==> config.mk <==
export PLATFORM = sky130hd
export DESIGN_NAME = boot_watchdog_with_action_timers
export DESIGN_NICKNAME = d
export VERILOG_FILES = /design/src/rtl/bwat_pkg.sv /design/src/rtl/bwat_ctrl.sv /design/src/rtl/bwat_dp.sv /design/src/rtl/boot_watchdog_with_action_timers.sv
export SDC_FILE = /design/constraint.sdc
export NUM_CORES = 2
export LEC_CHECK = 0
export BUFFER_PORTS_ARGS = -buffer_cell sky130_fd_sc_hd__buf_2
export CORE_ASPECT_RATIO = 1.5
export CORE_MARGIN = 1.5
export CORE_UTILIZATION = 40
export DETAILED_ROUTE_END_ITERATION = 8
export SLEW_MARGIN = 30
export SYNTH_ARGS = -nofsm -noshare
export SYNTH_HDL_FRONTEND = slang
export SYNTH_SLANG_ARGS = --single-unit
export TNS_END_PERCENT = 20
==> constraint.sdc <==
create_clock -name clk -period 12.7 [get_ports clk]
set_input_delay 0 -clock clk [delete_from_list [all_inputs] [get_ports clk]]
set_output_delay 0 -clock clk [all_outputs]
set_load 0.1 [all_outputs]
==> src/rtl/bwat_pkg.sv <==
// shared types, codes and helper functions of the boot watchdog
`timescale 1ns / 1ps

package bwat_pkg;

  localparam int SLOTS_DEFAULT = 16;

  // register indexes of the configuration port
  localparam logic [1:0] REG_LONG_TIMEOUT  = 2'd0;
  localparam logic [1:0] REG_SHORT_TIMEOUT = 2'd1;
  localparam logic [1:0] REG_ACTION_MAX    = 2'd2;
  localparam logic [1:0] REG_CHECK_STEP    = 2'd3;

  localparam logic [31:0] LONG_TIMEOUT_RESET  = 32'd1800000;
  localparam logic [31:0] SHORT_TIMEOUT_RESET = 32'd600000;
  localparam logic [31:0] ACTION_MAX_RESET    = 32'd600000;
  localparam logic [15:0] CHECK_STEP_RESET    = 16'd5000;

  // request actions
  localparam logic [2:0] ACT_TICK        = 3'd0;
  localparam logic [2:0] ACT_SUSPEND     = 3'd1;
  localparam logic [2:0] ACT_RESUME      = 3'd2;
  localparam logic [2:0] ACT_SLOT_START  = 3'd3;
  localparam logic [2:0] ACT_SLOT_STOP   = 3'd4;
  localparam logic [2:0] ACT_SLOT_PAUSE  = 3'd5;
  localparam logic [2:0] ACT_SLOT_RESUME = 3'd6;
  localparam logic [2:0] ACT_STOP        = 3'd7;

  // result kinds
  localparam logic [1:0] KIND_STATUS = 2'd0;
  localparam logic [1:0] KIND_BOOT   = 2'd1;
  localparam logic [1:0] KIND_SLOT   = 2'd2;

  typedef struct packed {
    logic load;   // capture the request
    logic exec;   // run a command or the first step of a tick
    logic walk;   // step the slot walk
    logic chk;    // settle the check outcome
    logic emit;   // step the expiry emission
  } cmd_t;

  typedef struct packed {
    logic is_tick;
    logic alive;
    logic tick_kill;
    logic out_free;
    logic walk_done;
    logic pend_any;
  } stat_t;

  function automatic logic [31:0] sat_inc(input logic [31:0] a);
    logic [32:0] s;
    s = {1'b0, a} + 33'd1;
    return s[32] ? 32'hFFFF_FFFF : s[31:0];
  endfunction

  function automatic logic [31:0] sat_add_step(input logic [31:0] a, input logic [15:0] b);
    logic [32:0] s;
    s = {1'b0, a} + {17'd0, b};
    return s[32] ? 32'hFFFF_FFFF : s[31:0];
  endfunction

endpackage

==> src/rtl/bwat_ctrl.sv <==
// sequencer of the boot watchdog: request intake, slot walk and expiry emission
`timescale 1ns / 1ps

module bwat_ctrl (
  input  logic            clk,
  input  logic            rst,
  input  logic            in_valid,
  output logic            in_ready,
  input  bwat_pkg::stat_t stat,
  output bwat_pkg::cmd_t  cmd
);

  localparam logic [2:0] ST_IDLE = 3'd0;
  localparam logic [2:0] ST_EXEC = 3'd1;
  localparam logic [2:0] ST_WALK = 3'd2;
  localparam logic [2:0] ST_CHK  = 3'd3;
  localparam logic [2:0] ST_EMIT = 3'd4;

  logic [2:0] state;
  logic [2:0] state_next;

  always_ff @(posedge clk) begin
    if (rst) begin
      state <= ST_IDLE;
    end else begin
      state <= state_next;
    end
  end

  always_comb begin
    state_next = state;
    cmd        = '0;
    in_ready   = 1'b0;
    case (state)
      ST_IDLE: begin
        in_ready = 1'b1;
        if (in_valid) begin
          cmd.load   = 1'b1;
          state_next = ST_EXEC;
        end
      end
      ST_EXEC: begin
        if (stat.is_tick) begin
          // a dead block ignores ticks
          if (stat.alive) begin
            cmd.exec   = 1'b1;
            state_next = stat.tick_kill ? ST_IDLE : ST_WALK;
          end else begin
            state_next = ST_IDLE;
          end
        end else if (stat.out_free) begin
          cmd.exec   = 1'b1;
          state_next = ST_IDLE;
        end
      end
      ST_WALK: begin
        cmd.walk = 1'b1;
        if (stat.walk_done) begin
          state_next = ST_CHK;
        end
      end
      ST_CHK: begin
        cmd.chk    = 1'b1;
        state_next = stat.pend_any ? ST_EMIT : ST_IDLE;
      end
      ST_EMIT: begin
        if (stat.pend_any) begin
          cmd.emit = 1'b1;
        end else begin
          state_next = ST_IDLE;
        end
      end
      default: begin
        state_next = ST_IDLE;
      end
    endcase
  end

endmodule

==> src/rtl/bwat_dp.sv <==
// datapath of the boot watchdog: timers, slot store, expiry flags and result register
`timescale 1ns / 1ps

module bwat_dp #(
  parameter int SLOTS = bwat_pkg::SLOTS_DEFAULT
) (
  input  logic            clk,
  input  logic            rst,
  input  bwat_pkg::cmd_t  cmd,
  output bwat_pkg::stat_t stat,
  input  logic [2:0]      action,
  input  logic [3:0]      slot,
  input  logic [31:0]     timeout_ms,
  input  logic            cfg_valid,
  input  logic [1:0]      cfg_index,
  input  logic [31:0]     cfg_data,
  output logic            out_valid,
  input  logic            out_ready,
  output logic [1:0]      kind,
  output logic            ok,
  output logic            long_cause,
  output logic [3:0]      expired_slot,
  output logic            short_enabled,
  output logic [31:0]     short_elapsed_ms,
  output logic            last_result
);

  localparam int IW = (SLOTS > 1) ? $clog2(SLOTS) : 1;
  localparam int EW = $clog2(SLOTS + 1);

  // configuration
  logic [31:0] long_to;
  logic [31:0] short_to;
  logic [31:0] act_max;
  logic [15:0] check_step;

  // captured request
  logic [2:0]  act_r;
  logic [3:0]  slot_r;
  logic [31:0] tmo_r;

  // watchdog state
  logic        alive;
  logic        running;
  logic        short_on;
  logic [31:0] short_count;
  logic [31:0] long_count;
  logic [15:0] step_phase;
  logic [SLOTS-1:0] active_v;
  logic [SLOTS-1:0] paused_v;

  // slot store: count in the upper half, limit in the lower half
  logic [63:0] slot_mem [SLOTS];
  logic [63:0] rdata;
  logic        mem_we;
  logic [IW-1:0] mem_waddr;
  logic [63:0] mem_wdata;
  logic        rd_en;

  // walk and emission
  logic          proc_v;
  logic [IW-1:0] proc_idx;
  logic [EW-1:0] walk_idx;
  logic [EW-1:0] eidx;
  logic          check_r;
  logic [SLOTS:0] pend;
  logic [SLOTS:0] pend_clr;
  logic          boot_long;

  // command decode
  logic [IW-1:0] sidx;
  logic          slot_ok;
  logic          cur_active;
  logic          cur_paused;
  logic          others_active;
  logic [SLOTS-1:0] act_excl;
  logic          exec_cmd;
  logic          tick0;
  logic          cmd_ok;
  logic          son_nx;
  logic          set_active;
  logic          set_paused;
  logic          set_free;
  logic          start_wr;
  logic          stop_run;
  logic [31:0]   lim_new;

  // tick step
  logic [15:0] ph1;
  logic        check_now;

  // slot processing
  logic [31:0] cnt_new;
  logic        proc_active;
  logic        proc_hit;
  logic [EW-1:0] hit_pos;

  logic out_free;
  logic emit_fire;

  assign out_free  = !out_valid || out_ready;
  assign exec_cmd  = cmd.exec && (act_r != bwat_pkg::ACT_TICK);
  assign tick0     = cmd.exec && (act_r == bwat_pkg::ACT_TICK) && alive;

  assign ph1       = step_phase + 16'd1;
  assign check_now = ph1 >= check_step;

  assign sidx       = IW'(slot_r);
  assign slot_ok    = alive && (int'(slot_r) < SLOTS);
  assign cur_active = slot_ok && active_v[sidx];
  assign cur_paused = slot_ok && paused_v[sidx];
  assign lim_new    = (tmo_r > act_max) ? act_max : tmo_r;

  always_comb begin
    act_excl = active_v;
    if (slot_ok) begin
      act_excl[sidx] = 1'b0;
    end
    others_active = |act_excl;
  end

  always_comb begin
    cmd_ok     = 1'b0;
    son_nx     = short_on;
    set_active = 1'b0;
    set_paused = 1'b0;
    set_free   = 1'b0;
    start_wr   = 1'b0;
    stop_run   = 1'b0;
    case (act_r)
      bwat_pkg::ACT_SUSPEND: begin
        if (alive && short_on) begin
          cmd_ok = 1'b1;
          son_nx = 1'b0;
        end
      end
      bwat_pkg::ACT_RESUME: begin
        if (alive && !short_on) begin
          cmd_ok = 1'b1;
          son_nx = 1'b1;
        end
      end
      bwat_pkg::ACT_SLOT_START: begin
        if (slot_ok && !cur_active && !cur_paused) begin
          set_active = 1'b1;
          start_wr   = 1'b1;
          // ok only when the short timer gets switched off by this start
          cmd_ok     = short_on;
          son_nx     = 1'b0;
        end
      end
      bwat_pkg::ACT_SLOT_STOP: begin
        if (slot_ok) begin
          set_free = 1'b1;
          cmd_ok   = 1'b1;
          if (!others_active) begin
            son_nx = 1'b1;
          end
        end
      end
      bwat_pkg::ACT_SLOT_PAUSE: begin
        if (cur_active) begin
          set_paused = 1'b1;
          cmd_ok     = 1'b1;
          if (!others_active) begin
            son_nx = 1'b1;
          end
        end
      end
      bwat_pkg::ACT_SLOT_RESUME: begin
        if (cur_paused) begin
          set_active = 1'b1;
          cmd_ok     = 1'b1;
          son_nx     = 1'b0;
        end
      end
      bwat_pkg::ACT_STOP: begin
        if (alive) begin
          stop_run = 1'b1;
          cmd_ok   = 1'b1;
        end
      end
      default: begin
      end
    endcase
  end

  // slot processing stage of the walk
  assign cnt_new     = bwat_pkg::sat_inc(rdata[63:32]);
  assign proc_active = proc_v && active_v[proc_idx];
  assign proc_hit    = proc_active && check_r && (cnt_new >= rdata[31:0]);
  assign hit_pos     = EW'(proc_idx) + EW'(1);

  assign rd_en     = cmd.walk && (walk_idx != EW'(SLOTS));
  assign mem_we    = (exec_cmd && start_wr) || proc_active;
  assign mem_waddr = (exec_cmd && start_wr) ? sidx : proc_idx;
  assign mem_wdata = (exec_cmd && start_wr) ? {32'd0, lim_new} : {cnt_new, rdata[31:0]};

  always_ff @(posedge clk) begin
    if (mem_we) begin
      slot_mem[mem_waddr] <= mem_wdata;
    end
  end

  always_ff @(posedge clk) begin
    if (rd_en) begin
      rdata <= slot_mem[walk_idx[IW-1:0]];
    end
  end

  always_ff @(posedge clk) begin
    if (rst) begin
      proc_v <= 1'b0;
    end else begin
      proc_v <= rd_en;
    end
  end

  always_ff @(posedge clk) begin
    if (rd_en) begin
      proc_idx <= walk_idx[IW-1:0];
    end
  end

  always_comb begin
    pend_clr       = pend;
    pend_clr[eidx] = 1'b0;
  end

  assign emit_fire = cmd.emit && pend[eidx] && out_free;

  // configuration registers
  always_ff @(posedge clk) begin
    if (rst) begin
      long_to    <= bwat_pkg::LONG_TIMEOUT_RESET;
      short_to   <= bwat_pkg::SHORT_TIMEOUT_RESET;
      act_max    <= bwat_pkg::ACTION_MAX_RESET;
      check_step <= bwat_pkg::CHECK_STEP_RESET;
    end else if (cfg_valid) begin
      case (cfg_index)
        bwat_pkg::REG_LONG_TIMEOUT:  long_to    <= cfg_data;
        bwat_pkg::REG_SHORT_TIMEOUT: short_to   <= cfg_data;
        bwat_pkg::REG_ACTION_MAX:    act_max    <= cfg_data;
        bwat_pkg::REG_CHECK_STEP:    check_step <= cfg_data[15:0];
        default: begin
        end
      endcase
    end
  end

  always_ff @(posedge clk) begin
    if (cmd.load) begin
      act_r  <= action;
      slot_r <= slot;
      tmo_r  <= timeout_ms;
    end
  end

  // watchdog state
  always_ff @(posedge clk) begin
    if (rst) begin
      alive       <= 1'b1;
      running     <= 1'b1;
      short_on    <= 1'b1;
      short_count <= 32'd0;
      long_count  <= 32'd0;
      step_phase  <= 16'd0;
      active_v    <= '0;
      paused_v    <= '0;
      check_r     <= 1'b0;
      pend        <= '0;
      boot_long   <= 1'b0;
      walk_idx    <= '0;
      eidx        <= '0;
    end else begin
      if (exec_cmd) begin
        short_on <= son_nx;
        if (stop_run) begin
          running <= 1'b0;
        end
        if (set_active) begin
          active_v[sidx] <= 1'b1;
          paused_v[sidx] <= 1'b0;
        end
        if (set_paused) begin
          active_v[sidx] <= 1'b0;
          paused_v[sidx] <= 1'b1;
        end
        if (set_free) begin
          active_v[sidx] <= 1'b0;
          paused_v[sidx] <= 1'b0;
        end
      end

      if (tick0) begin
        if (short_on) begin
          short_count <= bwat_pkg::sat_inc(short_count);
        end
        step_phase <= check_now ? 16'd0 : ph1;
        walk_idx   <= '0;
        eidx       <= '0;
        pend       <= '0;
        if (check_now && !running) begin
          // a check after a stop or an expiry kills the block
          alive    <= 1'b0;
          active_v <= '0;
          paused_v <= '0;
          check_r  <= 1'b0;
        end else begin
          check_r <= check_now;
          if (check_now) begin
            long_count <= bwat_pkg::sat_add_step(long_count, check_step);
          end
        end
      end

      if (cmd.walk) begin
        if (rd_en) begin
          walk_idx <= walk_idx + EW'(1);
        end
        // boot timers are judged first so that their result leads
        if (walk_idx == '0 && check_r) begin
          pend[0]   <= (long_count >= long_to) || (short_count >= short_to);
          boot_long <= long_count >= long_to;
        end
      end
      if (proc_hit) begin
        pend[hit_pos] <= 1'b1;
      end

      if (cmd.chk && (|pend)) begin
        running <= 1'b0;
      end

      if (cmd.emit) begin
        if (pend[eidx]) begin
          if (out_free) begin
            pend <= pend_clr;
            eidx <= eidx + EW'(1);
          end
        end else begin
          eidx <= eidx + EW'(1);
        end
      end
    end
  end

  // result register
  always_ff @(posedge clk) begin
    if (rst) begin
      out_valid <= 1'b0;
    end else if (exec_cmd || emit_fire) begin
      out_valid <= 1'b1;
    end else if (out_ready) begin
      out_valid <= 1'b0;
    end
  end

  always_ff @(posedge clk) begin
    if (exec_cmd) begin
      kind             <= bwat_pkg::KIND_STATUS;
      ok               <= cmd_ok;
      long_cause       <= 1'b0;
      expired_slot     <= 4'd0;
      short_enabled    <= alive && son_nx;
      short_elapsed_ms <= short_count;
      last_result      <= 1'b1;
    end else if (emit_fire) begin
      kind             <= (eidx == '0) ? bwat_pkg::KIND_BOOT : bwat_pkg::KIND_SLOT;
      ok               <= 1'b1;
      long_cause       <= (eidx == '0) && boot_long;
      expired_slot     <= (eidx == '0) ? 4'd0 : 4'(eidx - EW'(1));
      short_enabled    <= alive && short_on;
      short_elapsed_ms <= short_count;
      last_result      <= (pend_clr == '0);
    end
  end

  assign stat.is_tick   = (act_r == bwat_pkg::ACT_TICK);
  assign stat.alive     = alive;
  assign stat.tick_kill = check_now && !running;
  assign stat.out_free  = out_free;
  assign stat.walk_done = (walk_idx == EW'(SLOTS));
  assign stat.pend_any  = |pend;

endmodule

==> src/rtl/boot_watchdog_with_action_timers.sv <==
// Boot watchdog with a long timer, a suspendable short timer and SLOTS action
// timers, advanced by one-millisecond tick requests. A command request (actions
// 1 to 7) puts its status result into the output register from the execute
// state that follows acceptance, later if that register is still held by the
// consumer, and the next request is taken once the block is back in idle.
// A tick on a live block, unless its check kills the block, walks the slot
// store, one slot per cycle through its separate read and write ports; a tick
// that runs a check and finds expiries then sends its results, at most one per
// cycle while the output is free, stepping over the slots in order. Ticks on a
// dead block return to idle from the execute state. Slot states live in
// flip-flops cleared by reset, so no clearing pass follows reset.
// Configuration writes are taken on every cycle.
`timescale 1ns / 1ps

module boot_watchdog_with_action_timers #(
  parameter int SLOTS = bwat_pkg::SLOTS_DEFAULT
) (
  input  logic        clk,
  input  logic        rst,
  input  logic        in_valid,
  output logic        in_ready,
  input  logic [2:0]  action,
  input  logic [3:0]  slot,
  input  logic [31:0] timeout_ms,
  input  logic        cfg_valid,
  output logic        cfg_ready,
  input  logic [1:0]  cfg_index,
  input  logic [31:0] cfg_data,
  output logic        out_valid,
  input  logic        out_ready,
  output logic [1:0]  kind,
  output logic        ok,
  output logic        long_cause,
  output logic [3:0]  expired_slot,
  output logic        short_enabled,
  output logic [31:0] short_elapsed_ms,
  output logic        last_result
);

  bwat_pkg::cmd_t  cmd;
  bwat_pkg::stat_t stat;

  assign cfg_ready = 1'b1;

  bwat_ctrl u_ctrl (
    .clk      (clk),
    .rst      (rst),
    .in_valid (in_valid),
    .in_ready (in_ready),
    .stat     (stat),
    .cmd      (cmd)
  );

  bwat_dp #(
    .SLOTS (SLOTS)
  ) u_dp (
    .clk              (clk),
    .rst              (rst),
    .cmd              (cmd),
    .stat             (stat),
    .action           (action),
    .slot             (slot),
    .timeout_ms       (timeout_ms),
    .cfg_valid        (cfg_valid),
    .cfg_index        (cfg_index),
    .cfg_data         (cfg_data),
    .out_valid        (out_valid),
    .out_ready        (out_ready),
    .kind             (kind),
    .ok               (ok),
    .long_cause       (long_cause),
    .expired_slot     (expired_slot),
    .short_enabled    (short_enabled),
    .short_elapsed_ms (short_elapsed_ms),
    .last_result      (last_result)
  );

endmodule

==> results.md <==
* I/O pins at 123
* Crit Path Max Fanout at 29
* Htree depth at 4
* Deepest clock path buffer count at 3
* Register clock-pin slew on the reported worst setup and hold paths at 0.07 ns
* Starting Density at 40.22%
* Mux contribution to synthesized area at 9.839%
* Final hold vios at 0
* Worst slack, placed at 7.207 ns
* Synth unique cells at 80
* Internal at 7.411 mW
* WS Path Type: flip-flop to flip-flop
* Final-report max-slew violation count at 0
* Routed vias/inst at 5.666
* Die ar. at 0.1565 mm^2
* Setup ws final at 7.024 ns
* Total number of vias at 38,850
* Setup TNS at 0 ns
* MaxCap Viol Count at 0
* Sequential Power Share at 53.7%
* VDD IR-drop max at 109.1 uV
* Worst reg2reg startpoint: u_dp.rdata[46]$_DFFE_PP_
* Total Nets Final at 4,947
* Pleak at 23.45 nW
* Worst Hold Depth at 4
* Share of layout cells above drive strength 1 at 14.98%
* Syn Area/Cell at 13.75 um^2
* Final wirelength at 169,300 um
* PD cells at 134.3 mW/mm^2
* RSZ-0062 raised after global routing: false
* Synth area leaders: edfxtp_1 57%, dfxtp_1 8.7%, mux4_2 5.1%
* Min-delay src: cfg_data[31]
* Final Critical Period at 5.676 ns
* Core ar. at 0.1533 mm^2
* Worst min-delay path class: input port to flip-flop
* Hold EP: u_dp.short_to[31]$_SDFFE_PP0P_
* Slew @ Worst Pin at 1.015 ns
* Tcrit/Tclk final at 44.69%
* Die Wd at 323.5 um
* Area grow syn2layout at 14.73%
* First-pass GRT wire length at 249,300 um
* Total grt overflow at 0
* CTS tree: done
* Worst r2r dst: u_dp.pend[2]$_SDFF_PP0_
* Vias in the first global route at 38,670
* CTS Buf Count at 135
* Share of the synthesized area in the top cell type at 56.75%
* Share of synthesized cell area in and, or, nand and nor gates at 7.481%
* Final HPWL DP at 103,800 um
* Synth Area in Compound Gates at 9.878%
* Initial drt markers at 3,188
* Setup Viol. Count Final at 0
* Switching Share at 21.97%
* Post-Synthesis Cell Area at 0.06165 mm^2
* Syn. warnings at 0
* Clk root buf: clkbuf_16
* Total Power at 9.498 mW
* Cells on worst reg2reg path at 15
* Pin count of the biggest net entering global routing at 98
* CP startpoint kind: flip-flop
* Ys flop type: edfxtp_1
* Largest area contributor in the netlist: edfxtp_1
* Worst-Skew Late Latency at 0.79 ns
* Mapped Nets at 4,732
* Combinational power share at 3.7%
* Seq/Total Area, Yosys at 65.48%
* Die Span Y at 483.8 um
* Clock power frac at 42.6%
* Number of fill cells at 13,500
* Final ANT Viol Nets at 0
* Status: complete, no violations
* #FFs+latches synth at 1,434
* Avg WL per Cell at 24.69 um
* Largest family of logic cells by synthesized area: compound AO/OA/AOI/OAI gates
* Clock Sinks at 1,434
* Row count at 176
* Number of flops mapped to enable cells by yosys at 1,165
* Fmax at 0.1762 GHz
* Drt drc at 0
* Worst Skew at 0.04274 ns
* Number of port buffers at 121
* Total global-route track usage at 21.47%
* Flop-to-flop setup slack at 7.02 ns
* Adder-Cell Fraction of Synth Area at 3.462%
* First-pass detailed-route iteration total at 5
* Critical path required time at 13.33 ns
* Syn Inst Count at 4,484
* NetSw at 2.086 mW
* GPL Wtd Cong at 0.8758
* Synth async-reset ratio at 0%
* Worst slew margin at 32.33%
* Crit end category: flip-flop
* Synth Area in XOR/XNOR at 1.264%
* Initial antenna violation count at 1
* Critical path arrival at 6.31 ns
==> power by group through the flow <==
stage | sequential, mW | combinational [mW] | clock [mW]
after floorplan | 5.22 | 0.179 | 0
after global placement | 5.20 | 0.307 | 0
after detailed placement | 5.20 | 0.315 | 0
after CTS | 5.10 | 0.346 | 4.13
after global routing | 5.10 | 0.377 | 4.28
final | 5.10 | 0.349 | 4.05
==> layout make-up <==
type                       count  area [um^2]  share of cell area, %
tap                         2047         2561                  3.621
timing repair buffer         320         2514                  3.554
clock inverter                82        860.8                  1.217
multi-input combinational   2643        20280                  28.67
antenna                        2        5.005               0.007076
inverter                     165        619.3                 0.8756
sequential                  1434        40380                  57.09
clock buffer                 164         3508                  4.960
==> metrics by stage <==
| step | hold slack (ns) | utilization (%) | area (um^2) | std cells |
|---|---|---|---|---|
| floorplan | 0.09887 | - | 61650 | 4484 |
| global placement | 0.1796 | 42.19 | 64670 | 6478 |
| detailed placement | 0.1786 | 42.40 | 64990 | 6483 |
| CTS | 0.01039 | 46.07 | 70600 | 6853 |
| global route | 0.07139 | 46.15 | 70730 | 6856 |
| finish | 0.07673 | 46.15 | 70730 | 6857 |
==> flip-flops by register name, indices dropped and copies added, names as in the netlist, 2 cells and up <==
register / count
u_dp.slot_mem: 1024
u_dp.long_to: 32
u_dp.short_to: 32
u_dp.short_count: 32
u_dp.step_phase: 16
u_dp.act_r: 3
u_dp.expired_slot: 4
u_dp.sidx: 4
u_dp.active_v: 16
u_dp.act_max: 32
u_dp.long_count: 32
u_dp.check_step: 16
u_dp.walk_idx: 5
u_dp.tmo_r: 32
u_dp.paused_v: 16
u_dp.proc_idx: 4
u_dp.rdata: 64
u_dp.kind: 2
u_dp.eidx: 5
u_ctrl.state: 3
u_dp.pend: 17
u_dp.short_elapsed_ms: 32
==> cell families after synthesis <==
logic type | after synthesis
flops | 1434
simple gates | 992
compound gates | 972
mux | 419
buf+inv | 407
fa+ha+maj | 170
xor+xnor | 89
other cells | 1
==> routing by layer <==
layer | routed length, um | up-vias | GRT usage [%]
met5 | 0 | - | 0
met4 | 6067 | 0 | 7.978
met3 | 8491 | 280 | 2.983
met2 | 89420 | 1181 | 39.05
met1 | 65340 | 19770 | 25.46
li1 | - | 17620 | -
==> critical path: stages (launching register included) <==
cell and delay, ns:
edfxtp_1 0.43, and4_1 0.44, nand4_1 0.26, nor4_2 0.72
nand2b_2 0.59, buf_4 0.42, and4_1 0.25, nor2_1 0.14
ha_1 0.27, a21o_1 0.19, a21o_1 0.17, a21o_1 0.18
a2111oi_0 0.64, o21ai_2 0.42, a32oi_1 0.30, a211oi_1 0.10
==> cells in the final DEF (no fill, tap or decap), types with 15 or more instances in the layout <==
cell type         n
edfxtp_1       1165
nand2_1         427
a211o_1          20
a21oi_2          22
a21oi_1         288
buf_4            64
nand4_1          31
mux4_2          140
clkinv_2         16
nor3_1           42
ha_1            169
a21o_1           47
dlygate4sd3_1   124
a22oi_1          68
xnor2_1          29
dfxtp_1         265
nand3b_1         23
clkbuf_16       136
xor2_1           60
o21ai_0         229
a31oi_1          15
a31oi_2          32
inv_1           165
nand3_1         120
a211oi_1         50
and2_1           18
and4_1           18
mux2i_1         207
clkinv_1         20
mux2_2           70
a221oi_1         73
nand2b_1         20
clkbuf_1         28
nor2_1          179
and3_1           26
buf_2           121
nor2b_1          18
==> worst max path at each step <==
stage	start	to	slack, ns
final	u_dp.rdata[46]$_DFFE_PP_	u_dp.pend[2]$_SDFF_PP0_	7.02
after global routing	u_dp.rdata[46]$_DFFE_PP_	u_dp.pend[7]$_SDFF_PP0_	6.66
after CTS	u_dp.rdata[46]$_DFFE_PP_	u_dp.pend[2]$_SDFF_PP0_	7.14
after detailed placement	u_dp.rdata[46]$_DFFE_PP_	u_dp.pend[2]$_SDFF_PP0_	7.21
after global placement	u_dp.rdata[46]$_DFFE_PP_	u_dp.pend[3]$_SDFF_PP0_	6.77
after floorplan	u_dp.sidx[0]$_DFFE_PP_	u_dp.slot_mem[8][0]$_DFFE_PP_	5.10
==> cell usage after synthesis, types with 7 or more instances <==
cell / number
o31ai_1: 13
nand3b_1: 23
mux2_2: 70
o22ai_1: 19
nand4_1: 31
a21o_1: 47
xor2_1: 60
and3_1: 26
a211o_1: 20
inv_1: 165
ha_1: 169
nor3b_1: 8
dfxtp_1: 269
and2_1: 20
buf_2: 19
o211ai_1: 10
a221oi_1: 73
nor2_1: 181
a21boi_0: 7
o21ai_0: 232
xnor2_1: 29
mux2i_1: 207
a211oi_1: 51
a21oi_1: 311
edfxtp_1: 1165
or2_2: 11
nor4_1: 13
a31oi_1: 47
mux4_2: 140
o21a_1: 10
and4_1: 18
nor2b_1: 19
a32oi_1: 7
clkbuf_1: 177
nand2b_1: 21
or3_1: 9
buf_1: 38
nand2_1: 429
nor3_1: 43
o2111ai_1: 9
nand3_1: 120
a22oi_1: 68
==> repair_timing <==
item | 4_1_cts | 5_1_grt
gates resized for setup | 0 | 0
hold endpoints to repair | 204 | 0
setup buffers | 0 | 0
hold buffers | 124 | 0
(Power assumes the default switching activity.)
